==> config.mk <==
export PLATFORM = sky130hd
export DESIGN_NAME = http_chunked_decoder_unit
export DESIGN_NICKNAME = d
export VERILOG_FILES = /design/src/rtl/hcd_pkg.sv /design/src/rtl/hcd_front.sv /design/src/rtl/hcd_queue.sv /design/src/rtl/hcd_back.sv /design/src/rtl/http_chunked_decoder_unit.sv
export SDC_FILE = /design/constraint.sdc
export NUM_CORES = 1
export LEC_CHECK = 0
export BUFFER_PORTS_ARGS = -buffer_cell sky130_fd_sc_hd__buf_4
export CORE_MARGIN = 1.5
export CORE_UTILIZATION = 65
export CTS_BUF_LIST = sky130_fd_sc_hd__clkbuf_4 sky130_fd_sc_hd__clkbuf_8
export DETAILED_ROUTE_END_ITERATION = 10
export HOLD_SLACK_MARGIN = 0.15
export PLACE_DENSITY = 0.91
export RECOVER_POWER = 25
export SLEW_MARGIN = 10
export SYNTH_ARGS = -nofsm -noshare
export SYNTH_HDL_FRONTEND = slang
export SYNTH_SLANG_ARGS = --single-unit
==> constraint.sdc <==
create_clock -name clk -period 8.5 [get_ports clk]
set_input_delay 0.425 -clock clk [delete_from_list [all_inputs] [get_ports clk]]
set_output_delay 0.425 -clock clk [all_outputs]
set_load 0.02 [all_outputs]
==> src/rtl/hcd_pkg.sv <==
`timescale 1ns / 1ps
// ----------------------------------------------------------------------------
// hcd_pkg
// Shared constants and the classified byte record of the chunked decoder.
// ----------------------------------------------------------------------------
package hcd_pkg;

  localparam int COUNT_BITS  = 32;
  localparam int RADIX       = 16;
  localparam int DIGIT_BITS  = $clog2(RADIX);
  localparam int LENGTH_BITS = 32;

  localparam int QUEUE_DEPTH = 4;
  localparam int QPTR_BITS   = $clog2(QUEUE_DEPTH);
  localparam int QCNT_BITS   = $clog2(QUEUE_DEPTH + 1);

  localparam logic [7:0] CH_LF = 8'h0A;
  localparam logic [7:0] CH_CR = 8'h0D;
  localparam logic [7:0] CH_HT = 8'h09;
  localparam logic [7:0] CH_VT = 8'h0B;
  localparam logic [7:0] CH_FF = 8'h0C;
  localparam logic [7:0] CH_SP = 8'h20;

  typedef struct packed {
    logic [7:0]            data;
    logic                  last;
    logic                  is_lf;
    logic                  is_cr;
    logic                  is_blank;
    logic                  is_hex;
    logic [DIGIT_BITS-1:0] digit;
  } hcd_item_t;

endpackage

==> src/rtl/hcd_front.sv <==
`timescale 1ns / 1ps
// ----------------------------------------------------------------------------
// hcd_front
// Accepts input transactions and tags each byte with its character class.
// ----------------------------------------------------------------------------
module hcd_front (
  input  logic              s_tvalid,
  output logic              s_tready,
  input  logic [7:0]        s_tdata,   // [7:0] in_byte
  input  logic              s_tlast,   // in_last
  input  logic              queue_full,
  output logic              push,
  output hcd_pkg::hcd_item_t item
);

  logic [7:0] c;

  assign c        = s_tdata;
  assign s_tready = !queue_full;
  assign push     = s_tvalid && !queue_full;

  always_comb begin
    item          = '0;
    item.data     = c;
    item.last     = s_tlast;
    item.is_lf    = (c == hcd_pkg::CH_LF);
    item.is_cr    = (c == hcd_pkg::CH_CR);
    item.is_blank = (c inside {hcd_pkg::CH_SP, hcd_pkg::CH_HT, hcd_pkg::CH_VT,
                               hcd_pkg::CH_FF, hcd_pkg::CH_CR});
    if (c inside {[8'h30:8'h39]}) begin
      item.is_hex = 1'b1;
      item.digit  = hcd_pkg::DIGIT_BITS'(c - 8'h30);
    end else if (c inside {[8'h41:8'h46]}) begin
      item.is_hex = 1'b1;
      item.digit  = hcd_pkg::DIGIT_BITS'(c - 8'h37);
    end else if (c inside {[8'h61:8'h66]}) begin
      item.is_hex = 1'b1;
      item.digit  = hcd_pkg::DIGIT_BITS'(c - 8'h57);
    end
  end

endmodule

==> src/rtl/hcd_queue.sv <==
`timescale 1ns / 1ps
// ----------------------------------------------------------------------------
// hcd_queue
// Short queue of classified bytes between the front and back ends.
// ----------------------------------------------------------------------------
module hcd_queue (
  input  logic               clk,
  input  logic               rst,
  input  logic               push,
  input  hcd_pkg::hcd_item_t push_item,
  output logic               full,
  input  logic               pop,
  output logic               head_valid,
  output hcd_pkg::hcd_item_t head_item
);

  hcd_pkg::hcd_item_t              mem [hcd_pkg::QUEUE_DEPTH];
  logic [hcd_pkg::QPTR_BITS-1:0]   wr_ptr;
  logic [hcd_pkg::QPTR_BITS-1:0]   rd_ptr;
  logic [hcd_pkg::QCNT_BITS-1:0]   count;
  logic                            do_pop;

  localparam logic [hcd_pkg::QPTR_BITS-1:0] LAST_PTR =
    hcd_pkg::QPTR_BITS'(hcd_pkg::QUEUE_DEPTH - 1);

  assign full       = (count == hcd_pkg::QCNT_BITS'(hcd_pkg::QUEUE_DEPTH));
  assign head_valid = (count != '0);
  assign head_item  = mem[rd_ptr];
  assign do_pop     = pop && head_valid;

  always_ff @(posedge clk) begin
    if (push) begin
      mem[wr_ptr] <= push_item;
    end
  end

  always_ff @(posedge clk) begin
    if (rst) begin
      wr_ptr <= '0;
      rd_ptr <= '0;
      count  <= '0;
    end else begin
      if (push) begin
        wr_ptr <= (wr_ptr == LAST_PTR) ? '0 : wr_ptr + 1'b1;
      end
      if (do_pop) begin
        rd_ptr <= (rd_ptr == LAST_PTR) ? '0 : rd_ptr + 1'b1;
      end
      case ({push, do_pop})
        2'b10:   count <= count + 1'b1;
        2'b01:   count <= count - 1'b1;
        default: count <= count;
      endcase
    end
  end

endmodule

==> src/rtl/hcd_back.sv <==
`timescale 1ns / 1ps
// ----------------------------------------------------------------------------
// hcd_back
// Chunk parser: runs the size-line / data state machine on each queued byte
// and registers the result transaction.
// ----------------------------------------------------------------------------
module hcd_back (
  input  logic               clk,
  input  logic               rst,
  input  logic               head_valid,
  input  hcd_pkg::hcd_item_t item,
  output logic               pop,
  output logic               m_tvalid,
  input  logic               m_tready,
  output logic [39:0]        m_tdata,   // [7:0] out_byte, [39:8] body_length
  output logic               m_tlast,   // done_res
  output logic [1:0]         m_tuser    // [0] byte_valid, [1] error
);

  typedef enum logic [2:0] {
    PH_SKIP, PH_DIGITS, PH_EXT, PH_DATA, PH_AFTER_CR, PH_AFTER_LF, PH_DONE, PH_FAILED
  } phase_t;

  localparam int CB = hcd_pkg::COUNT_BITS;
  localparam int DB = hcd_pkg::DIGIT_BITS;

  phase_t                          phase, phase_next, ph;
  logic [CB-1:0]                   remaining, remaining_next, remaining_dec;
  logic [hcd_pkg::LENGTH_BITS-1:0] total, total_next;
  logic                            ovf, ovf_next;
  logic                            consumed, line_end, hit_valid, trunc;
  logic                            result, err;

  assign pop           = head_valid && (!m_tvalid || m_tready);
  assign remaining_dec = remaining - 1'b1;

  always_comb begin
    phase_next     = phase;
    remaining_next = remaining;
    total_next     = total;
    ovf_next       = ovf;
    ph             = phase;
    consumed       = 1'b0;
    line_end       = 1'b0;
    hit_valid      = 1'b0;
    trunc          = 1'b0;

    // optional CR then optional LF after chunk data
    if (ph == PH_AFTER_CR) begin
      if (item.is_cr) begin
        phase_next = PH_AFTER_LF;
        consumed   = 1'b1;
      end else begin
        ph = PH_AFTER_LF;
      end
    end
    if (!consumed && ph == PH_AFTER_LF) begin
      ph         = PH_SKIP;
      phase_next = PH_SKIP;
      consumed   = item.is_lf;
    end

    if (!consumed) begin
      case (ph)
        PH_SKIP, PH_DIGITS: begin
          if (item.is_lf) begin
            line_end = 1'b1;
          end else if (!(ph == PH_SKIP && item.is_blank)) begin
            if (!item.is_hex) begin
              phase_next = PH_EXT;
            end else begin
              phase_next = PH_DIGITS;
              if (remaining[CB-1 -: DB] != '0) begin
                ovf_next = 1'b1;
              end else begin
                remaining_next = {remaining[CB-DB-1:0], item.digit};
              end
            end
          end
        end
        PH_EXT: begin
          line_end = item.is_lf;
        end
        PH_DATA: begin
          hit_valid      = 1'b1;
          remaining_next = remaining_dec;
          if (total != '1) begin
            total_next = total + 1'b1;
          end
          if (remaining_dec == '0) begin
            phase_next = PH_AFTER_CR;
          end else begin
            trunc = 1'b1;
          end
        end
        default: ;
      endcase

      if (line_end) begin
        if (ovf) begin
          phase_next = PH_FAILED;
        end else if (remaining == '0) begin
          phase_next = PH_DONE;
        end else begin
          phase_next = PH_DATA;
          trunc      = 1'b1;
        end
      end
    end

    result = hit_valid || item.last;
    err    = item.last && (trunc || phase_next == PH_FAILED);
  end

  always_ff @(posedge clk) begin
    if (rst) begin
      phase     <= PH_SKIP;
      remaining <= '0;
      total     <= '0;
      ovf       <= 1'b0;
      m_tvalid  <= 1'b0;
    end else begin
      if (pop) begin
        if (item.last) begin
          phase     <= PH_SKIP;
          remaining <= '0;
          total     <= '0;
          ovf       <= 1'b0;
        end else begin
          phase     <= phase_next;
          remaining <= remaining_next;
          total     <= total_next;
          ovf       <= ovf_next;
        end
      end
      if (pop && result) begin
        m_tvalid <= 1'b1;
        m_tdata  <= {total_next, hit_valid ? item.data : 8'h00};
        m_tlast  <= item.last;
        m_tuser  <= {err, hit_valid};
      end else if (m_tready) begin
        m_tvalid <= 1'b0;
      end
    end
  end

  a_err_only_at_end: assert property (@(posedge clk) disable iff (rst)
    m_tvalid && m_tuser[1] |-> m_tlast)
    else $error("error flagged on a transaction that is not the last");

  a_empty_is_done: assert property (@(posedge clk) disable iff (rst)
    m_tvalid && !m_tuser[0] |-> (m_tlast && m_tdata[7:0] == 8'h00))
    else $error("result without data byte is not a clean end transaction");

  a_reset_after_last: assert property (@(posedge clk) disable iff (rst)
    pop && item.last |=> (phase == PH_SKIP && total == '0 && !ovf && remaining == '0))
    else $error("parser state not cleared after the last byte");

  a_data_has_count: assert property (@(posedge clk) disable iff (rst)
    phase == PH_DATA |-> remaining != '0)
    else $error("in chunk data with no bytes left");

endmodule

==> src/rtl/http_chunked_decoder_unit.sv <==
`timescale 1ns / 1ps
// ----------------------------------------------------------------------------
// http_chunked_decoder_unit
// Chunked transfer decoder: strips size lines and passes on chunk data.
//
// Input stream s_*: one encoded body byte per transaction, s_tlast on the
// final byte of the body. Output stream m_*: one transaction per chunk data
// byte (m_tuser[0] set) plus one for the final input byte (m_tlast set);
// m_tuser[1] on that final transaction flags a truncated chunk or an
// oversize count, and m_tdata[39:8] carries the running decoded length.
// Bytes that are framing only produce no output transaction.
//
// Throughput is one byte per clock while m_tready is high: the parser back end
// updates its state on each byte it pops. The byte is written to the queue at
// the accepting edge, and the parser loads the output register from the queue
// head when it pops that byte.
// A four-entry queue sits between classifier and parser; when m_tready is
// low the output register holds, the queue fills, and s_tready drops only
// once it is full. Reset (rst, synchronous) empties the queue and returns
// the parser to the start of a size line; after each s_tlast byte the parser
// also returns there, ready for the next body.
// ----------------------------------------------------------------------------
module http_chunked_decoder_unit (
  input  logic        clk,
  input  logic        rst,
  input  logic        s_tvalid,
  output logic        s_tready,
  input  logic [7:0]  s_tdata,   // [7:0] in_byte
  input  logic        s_tlast,   // in_last
  output logic        m_tvalid,
  input  logic        m_tready,
  output logic [39:0] m_tdata,   // [7:0] out_byte, [39:8] body_length
  output logic        m_tlast,   // done_res
  output logic [1:0]  m_tuser    // [0] byte_valid, [1] error
);

  hcd_pkg::hcd_item_t push_item;
  hcd_pkg::hcd_item_t head_item;
  logic               push, full, pop, head_valid;

  hcd_front u_front (
    .s_tvalid   (s_tvalid),
    .s_tready   (s_tready),
    .s_tdata    (s_tdata),
    .s_tlast    (s_tlast),
    .queue_full (full),
    .push       (push),
    .item       (push_item)
  );

  hcd_queue u_queue (
    .clk        (clk),
    .rst        (rst),
    .push       (push),
    .push_item  (push_item),
    .full       (full),
    .pop        (pop),
    .head_valid (head_valid),
    .head_item  (head_item)
  );

  hcd_back u_back (
    .clk        (clk),
    .rst        (rst),
    .head_valid (head_valid),
    .item       (head_item),
    .pop        (pop),
    .m_tvalid   (m_tvalid),
    .m_tready   (m_tready),
    .m_tdata    (m_tdata),
    .m_tlast    (m_tlast),
    .m_tuser    (m_tuser)
  );

endmodule
; ---- After elaboration in Yosys (flattened, before gate mapping)
; Memory sizes are Yosys's and may differ from the RTL's. A register that Yosys moved wholly into a read port is not among the register bits.
; Cells that the tools add are included.
[word_totals]
mem_bits_rw = 68
in_bits = 13
reg_bits = 119
output_inout_bits = 45
memories = 1
[classes]
eq_ne = 25
muxes = 60
n_addsub = 9
reduce_logical = 32
n_lt_le_gt_ge = 6
bitwise = 1
[memory_table]
columns = memory, words, width, read_ports, rd_ports_with_merged_regs, write_ports, line
row1 = u_queue.mem, 4, 17, 1, 1, 1, hcd_queue.sv:17  ; hcd_pkg::hcd_item_t mem [hcd_pkg::QUEUE_DEPTH];
[ops]
columns = operator, n
row1 = $mux 32, 10
row2 = $logic_not 32->1, 2
row3 = $pmux 32 s2, 1
row4 = $mux 3, 14
row5 = $eq 8x4->1 const B, 5
row6 = $add 32x1->32 const B, 1
row7 = $ne 32x32->1 const B, 1
row8 = $sub 32x1->32 const B, 1
row9 = $mux 1, 24
row10 = $ge 8x7->1 const B, 2
row11 = $le 8x7->1 const B, 2
row12 = $mux 5, 3
row13 = $reduce_and 7->1, 2
row14 = $eq 3x3->1 const B, 4
row15 = $pmux 3 s2, 2
row16 = $logic_and 1x1->1, 10
row17 = $mux 2, 5
row18 = $reduce_bool 2->1, 5
row19 = $ne 3x2->1 const B, 3
row20 = $eq 8x6->1 const B, 1
row21 = $ge 8x6->1 const B, 1
row22 = $le 8x6->1 const B, 1
row23 = $sub 4x3->4 const B, 2
row24 = $eq 2x2->1 const B, 3
row25 = 19 further kinds, 28

; ---- Depth between registers and ports, before layout
; Gate-level depths: netlist (run 1).
[depth]
word_depth = 15
depth_mapped = 12
mapped_depth_nobuf = 10

; ---- By module
; From an unflattened synthesis (run 1), not the netlist that was laid out.
[hier_totals]
hier_cells = 969
hier_area_um2 = 9851.9
[by_module_without_submodules]
columns = module, area_each_um2, cells_each, instances
row1 = hcd_back, 6538.8, 783, 1
row2 = hcd_queue, 2952.8, 138, 1
row3 = hcd_front, 360.3, 48, 1

; ---- Worst setup path after synthesis (run 1)
; OpenSTA, ideal clock, no wires.
[synth_path]
path_type = flip-flop to flip-flop
startpoint = reg u_back.phase[1]
endpoint = reg u_back.m_tdata[0], enable pin
path_stages_with_launch = 8
synth_period_minus_slack_ns = 3.771
path_slack_ns = 4.729
required_ns = 8.056
arrival_ns = 3.327
cell_sequence = dfxtp_1 clkbuf_1 nand3_1 inv_1 clkbuf_1 buf_1 o21ai_0 nor2_1
[synth_via]
elab_chain_cells = 11
[synth_lines]
columns = element, line
row1 = start: declaration, hcd_back.sv:27  ; phase_t phase, phase_next, ph;
row2 = start signal: assignment, hcd_back.sv:130  ; phase <= phase_next;
row3 = $eq 3x3->1 or $mux 3 (tied branches), "hcd_back.sv:49, hcd_back.sv:50"
row4 = $mux 3 or $mux 1 (tied branches), hcd_back.sv:49  ; if (ph == PH_AFTER_CR) begin
row5 = $eq 3x3->1 or $logic_not 1->1 (tied branches), hcd_back.sv:57  ; if (!consumed && ph == PH_AFTER_LF) begin
row6 = $logic_and 1x1->1, hcd_back.sv:57
row7 = $mux 3, hcd_back.sv:57
row8 = $eq 3x2->1, hcd_back.sv:64  ; case (ph)
row9 = $mux 1, hcd_back.sv:64
row10 = $mux 1 (*), hcd_back.sv:63  ; if (!consumed) begin
row11 = $logic_or 1x1->1 (*), hcd_back.sv:111  ; result = hit_valid || item.last;
row12 = $logic_and 1x1->1 (*), hcd_back.sv:136  ; if (pop && result) begin
row13 = $reduce_and 2->1 (no source line) (*), --
row14 = end signal: assignment, hcd_back.sv:138  ; m_tdata <= {total_next, hit_valid ? item.data : 8'h00};
row15 = end: declaration, hcd_back.sv:15  ; output logic [39:0] m_tdata,
; Every way passes the cells marked *; elsewhere a longest branch is shown, timed or not.
; A chain may end at the register's enable or synchronous reset.

==> results of run 1 <==
[routing by layer]
| layer | vias up | GRT usage | routed length (µm) |
|---|---|---|---|
| met1 | 3616 | 0.410 | 8820 |
| li1 | 3480 | - | - |
| met5 | - | 0 | 0 |
| met4 | 0 | 0.135 | 607 |
| met3 | 74 | 0.0692 | 2190 |
| met2 | 430 | 0.469 | 10300 |
[worst reg2reg max path, cell delays in order, from the launching register on]
cell,delay [ns]
dfxtp_1,0.93
mux2_2,0.42
o21ai_1,0.11
buf_4,0.26
inv_1,0.38
nor2_1,0.95
nand2_1,0.66
o22ai_1,0.34
[flip-flops by register name, indices dropped and copies added, names as in the netlist, 3 cells and up, named ones only]
| signal | cells |
|---|---|
| u_back.m_tdata | 40 |
| u_back.phase | 3 |
| u_back.remaining | 32 |
| u_back.total | 32 |
| u_queue.count | 3 |
| u_queue.mem | 68 |
[synth_stat cells, drive strengths merged (4+ instances only)]
cell,number
o41ai,4
nor4b,4
a21oi,51
or3,13
edfxtp,111
a22oi,6
a22o,6
a31oi,13
o2111ai,8
inv,25
o21ai,67
nor4,18
nand4,11
ha,15
or4,7
o31ai,4
o211ai,5
xnor2,24
o22ai,9
nor3,39
and3,13
clkbuf,49
buf,11
nor2,75
nand3,40
xor2,23
a32o,10
and4,5
and2,13
mux2,5
mux4,16
nand2,81
a21o,10
dfxtp,78
[power by group through the flow]
stage               sequential, mW  combinational [mW]  clock, mW
CTS                           1.17                1.02      0.559
finish                        1.17                1.02      0.561
detailed placement            1.19                1.01          0
global route                  1.18                1.11      0.598
floorplan                     1.18               0.741          0
global placement              1.18               0.999          0
[final cells by class]
class                   instances  area, µm²
fillers                       981       3910
clock inverters                14        125
well taps                     180        225
inverters                      26       97.6
clock buffers                  18        241
repair buffers                 65        319
multi-input cells             640       4180
flip-flops and latches        189       4900
[cell families after synthesis]
family	count (synthesis)
compound gates	217
flops	189
xor+xnor	47
fa+ha+maj	16
mux	24
buf+inv	86
simple gates	336
[what timing repair did]
item / in CTS / in global routing
hold buffers: 1 / 0
buffers inserted: 0 / 0
hold endpoints to repair: 4 / 0
endpoints found under the setup margin: 0 / 0
[cells in the final DEF (no fill, tap or decap), types with 11 or more instances in the layout]
master      n
edfxtp_1  111
nand2_1    80
dfxtp_1    77
nor2_1     73
o21ai_0    57
a21oi_1    50
clkbuf_1   49
nor3_1     39
nand3_1    38
xnor2_1    24
inv_1      23
xor2_1     23
nor4_1     17
clkbuf_8   17
mux4_2     16
ha_1       15
buf_4      14
and2_1     13
a31oi_1    13
or3_1      13
and3_1     12
nand4_1    11
[worst max path at each step]
| stage | slack, ns | startpoint | end | depth (start not counted) |
|---|---|---|---|---|
| floorplan | 4.73 | u_back.phase[1] | u_back.m_tdata[0] | 7 |
| detailed placement | 4.49 | register | u_back.remaining[26] | 7 |
| global route | 4.13 | register | u_back.remaining[9] | 7 |
| global placement | 4.57 | register | u_back.remaining[26] | 7 |
| CTS | 4.46 | register | u_back.remaining[26] | 7 |
| finish | 4.37 | register | u_back.remaining[26] | 7 |
[per-stage QoR]
step | total power, mW | cells | area [µm²]
final | 2.75 | 1132 | 10100
after floorplan | 1.92 | 915 | 9390
after detailed placement | 2.21 | 1098 | 9870
after global placement | 2.18 | 1098 | 9870
after global routing | 2.89 | 1132 | 10100
after CTS | 2.75 | 1131 | 10200
==> impl_metrics.toml, run 1 <==
[run_status]
status = "finished clean"

[floorplanning]
coreArea_mm2 = 0.0140
die-area_mm2 = 0.0152
start_util = 0.671
ios = 58
num_rows = 43
die_h_um = 123
die_w_um = 123

[power_and_ir_drop]
power.switching_mw = 1.11
internal_power_mw = 1.64
irDropWorstVdd_mv = 0.198
combinationalPowerShare = 0.372
p_seq_frac = 0.424
clockPowerShare = 0.204
power.leakage_nw = 3.51
p_sw_frac = 0.405
powerDensity_mw_per_mm2 = 273

[sta]
fin_tns_setup_ns = 0
tightest_slew_ns = 1.27
min_period_ns = 4.13
fin_skew_ns = 0.0141
max_slew_margin = 0.153
drv_slew = 0
holdWs_ns = 0.248
clock.fmax_mhz = 242
setup_viol = 0
fin_ws_ns = 4.37
rsz0062_at_grt = "false"
post-route-period-util = 0.486
hold_violations = 0

[logic_synthesis]
post_synth_main_area_contributors = "edfxtp_1 (35%), dfxtp_1 (17%), mux4_2 (3.8%)"
synth_nets = 944
synth-simple-area-share = 0.183
synthMuxAreaShare = 0.0476
ys_types = 73
yosysWarnings = 0
synth_seq_cells = 189
syn_inst = 915
synth_area_leader_cell = "edfxtp_1"
netlist_area_mm2 = 0.00939
synth_area_per_cell_um2 = 10.3
yosysSeqAreaShare = 0.521
synth_top_area_share = 0.355
synth_ff_type = "edfxtp_1"
synth-compound-area-share = 0.148
synth_top_family_by_area = "simple AND/OR/NAND/NOR gates"
synth_xor_area_frac = 0.0438
async_flop_share = 0
synthAdderAreaFrac = 0.0221
synth-edff-count = 111

[cells_and_area]
diodes = 0
nNetsFinal = 968
drive_above_1_share = 0.0893
utilization = 0.721
syn_to_final_growth_pct = 7.38

[critical_path]
path_buf_inv = 2
cp_slowest_cell = "nor2_1"
crit_chain = "mux2_2 > o21ai_1 > buf_4 > inv_1 > nor2_1 > nand2_1 > o22ai_1"
critical_path_arrival_ns = 4.54
crit_type = "register to register"
worstPathRequired_ns = 8.91
r2r_slack_ns = 4.37
crit_family = "simple AND/OR/NAND/NOR gates"
worst_path_largest_cell_delay_ns = 0.95
setup.worst_path.start_class = "register"
cp_max_fo = 24
end_kind = "register"
r2r_cells = 7
reg2reg_to = "u_back.remaining[26]"

[routing]
wl_per_cell_um = 19.4
drc = 0
ant_nets = 0
drtIter0Drc = 1250
routed_wirelength_um = 21900
first_pass_iters = 8
viasPerCell = 6.71
vias = 7600

[hold_path]
min_path_cells = 3
hold_end = "u_back.m_tvalid"
hold_class = "primary input to register"
worstHoldStart = "m_tready"

[placement]
place_hpwl_um = 14500
place_ws_ns = 4.49
gp_congestion = 0.922
place.port_buffers = 57

[clock_network]
htreeDepth = 4
cts_buffers = 17
cts.sinks = 189
cts.repair.resized = 0
cts_max_path_buffers = 2
clkLatencyLatePin_ns = 0.50
cts_root_buf = "clkbuf_8"
cts_tree = "done"
clkTransAtPathRegs_ns = 0.11

[global_routing]
grt_pass1_wl_um = 35000
grt_pass1_vias = 7041
grt_remaining_overflow = 0
grt_max_degree = 50
grtUsageTotal = 0.302
antenna_found_initial = 0

[flow_run]
cap_violations = 0
(Power assumes the default switching activity.)
==> run 2, diff against run 1 <==
- CORE_UTILIZATION: 65 -> 57
- PLACE_DENSITY: 0.91 -> 0.85
- clock period: 8.5 -> 3.65 ns (I/O delays scaled with it)
==> impl_metrics.toml, run 2 (synthesis gave the netlist of run 1 again) <==
[run_status]
status = "finished clean"

[clock_network]
cts_tree = "done"
cts_root_buf = "clkbuf_8"
clkTransAtPathRegs_ns = 0.09
cts_buffers = 17
htreeDepth = 4
clkLatencyLatePin_ns = 0.48
cts_max_path_buffers = 2
cts.sinks = 189

[cells_and_area]
final_common_cell = "edfxtp_1"
multi_input_area_mm2 = 0.00418
largest_reg_flops = 68
diodes = 0
syn_to_final_growth_pct = 10.7
drive_above_1_share = 0.0983
nNetsFinal = 993
n_fill_cell = 1246
top_register = "u_queue.mem"
utilization = 0.650
register_area_mm2 = 0.00489
reg_top3 = "u_queue.mem: 68 flops, u_back.m_tdata: 40 flops"
final_cell_mix = "edfxtp_1 (111), nand2_1 (80), dfxtp_1 (78)"

[floorplanning]
ios = 58
die_h_um = 131
die-area_mm2 = 0.0173
die_w_um = 131
num_rows = 46
coreArea_mm2 = 0.0160
start_util = 0.587

[placement]
place.port_buffers = 57
gp_congestion = 0.935
place_hpwl_um = 14900

[routing]
drc = 0
first_pass_iters = 6
vias = 7679
viasPerCell = 6.44
wl_per_cell_um = 19.5
routed_wirelength_um = 23300
ant_nets = 0
drtIter0Drc = 987

[critical_path]
setup.worst_path.start_class = "register"
worstPathRequired_ns = 3.88
critical_path_arrival_ns = 3.54
crit_top_cell = "nand4_1"
crit_chain = "inv_1 > ha_1 > nor2b_1 > nand4_1 > nor3b_1 > xor2_1 > nor4_1 > nand4_1 > o21ai_0 > o22ai_1"
cp_slowest_cell = "dfxtp_1"
end_kind = "register"
worst_path_largest_cell_delay_ns = 0.44
crit_type = "register to register"
cp_max_fo = 12

[sta]
drv_slew = 0
min_period_ns = 3.31
max_slew_margin = 0.355
rsz0062_at_grt = "false"
fin_tns_setup_ns = 0
post-route-period-util = 0.907
clock.fmax_mhz = 302
fin_skew_ns = 0.0142
tightest_slew_ns = 0.967
hold_violations = 0
setup_viol = 0

[flow_run]
cap_violations = 0

[hold_path]
hold_class = "primary input to register"

[global_routing]
grt_pass1_vias = 7153
grt_remaining_overflow = 0
antenna_found_initial = 0
grtUsageTotal = 0.272
grt_pass1_wl_um = 37100
grt_max_degree = 48

[power_and_ir_drop]
power.leakage_nw = 3.65
irDropWorstVdd_mv = 0.504
finalPower_mw = 6.76
powerDensity_mw_per_mm2 = 651
[run 2: power breakdown]
group,internal [mW],switching [mW]
logic,0.912,1.69
clock network,0.712,0.790
registers,2.51,0.156
total,4.13,2.63
[run 2: final cells by class]
class                      count  area share
inverter                      26     0.00939
clock buffer                  19      0.0240
sequential                   189       0.471
timing repair buffer          90      0.0502
multi-input combinational    640       0.402
clock inverter                13      0.0172
tap                          216      0.0260
[run 2: metal layers]
layer	wire length (µm)	part of all wire	track usage	vias to the layer above
met1	9590	0.41	0.355	3674
li1	-	-	-	3515
met5	0	0	0	-
met3	1890	0.081	0.0529	70
met2	11000	0.47	0.444	420
met4	741	0.032	0.115	0
[run 2: path summary, 6_finish.rpt]
path	startpoint	to	slack, ns	cells past startpoint
setup reg to reg	u_back.remaining[0]	u_back.m_tuser[1]	0.34	10
setup / recovery	u_back.remaining[0]	u_back.m_tuser[1]	0.34	10
hold / removal	s_tvalid	u_queue.wr_ptr[0]	0.21	4
hold reg to reg	u_back.ovf	u_back.ovf	0.50	2
[run 2: worst max-delay path: cells and delay by family, from the launching register on]
kind / cells / cell delay [ns]
AOI/OAI and AO/OA: 2 / 0.41
adders and majority gates: 1 / 0.30
DFF: 1 / 0.44
buffers and inverters: 1 / 0.17
and+or+nand+nor: 5 / 1.61
xor gates and xnor gates: 1 / 0.13
[run 2: repair_timing]
action	CTS	global route
resized for setup	0	0
hold endpoints to repair	52	0
setup endpoints to repair	0	0
setup buffers	0	0
hold buffers	11	0
[run 2: through the flow]
stage	instance area, µm²	instances	setup WS [ns]	hold WS [ns]
6_report	10400	1193	0.339	0.213
2_1_floorplan	9390	915	0.577	0.281
3_3_place_gp	10000	1148	0.629	0.385
3_5_place_dp	10000	1148	0.483	0.385
4_1_cts	10600	1191	0.470	0.185
5_1_grt	10400	1193	0.202	0.262
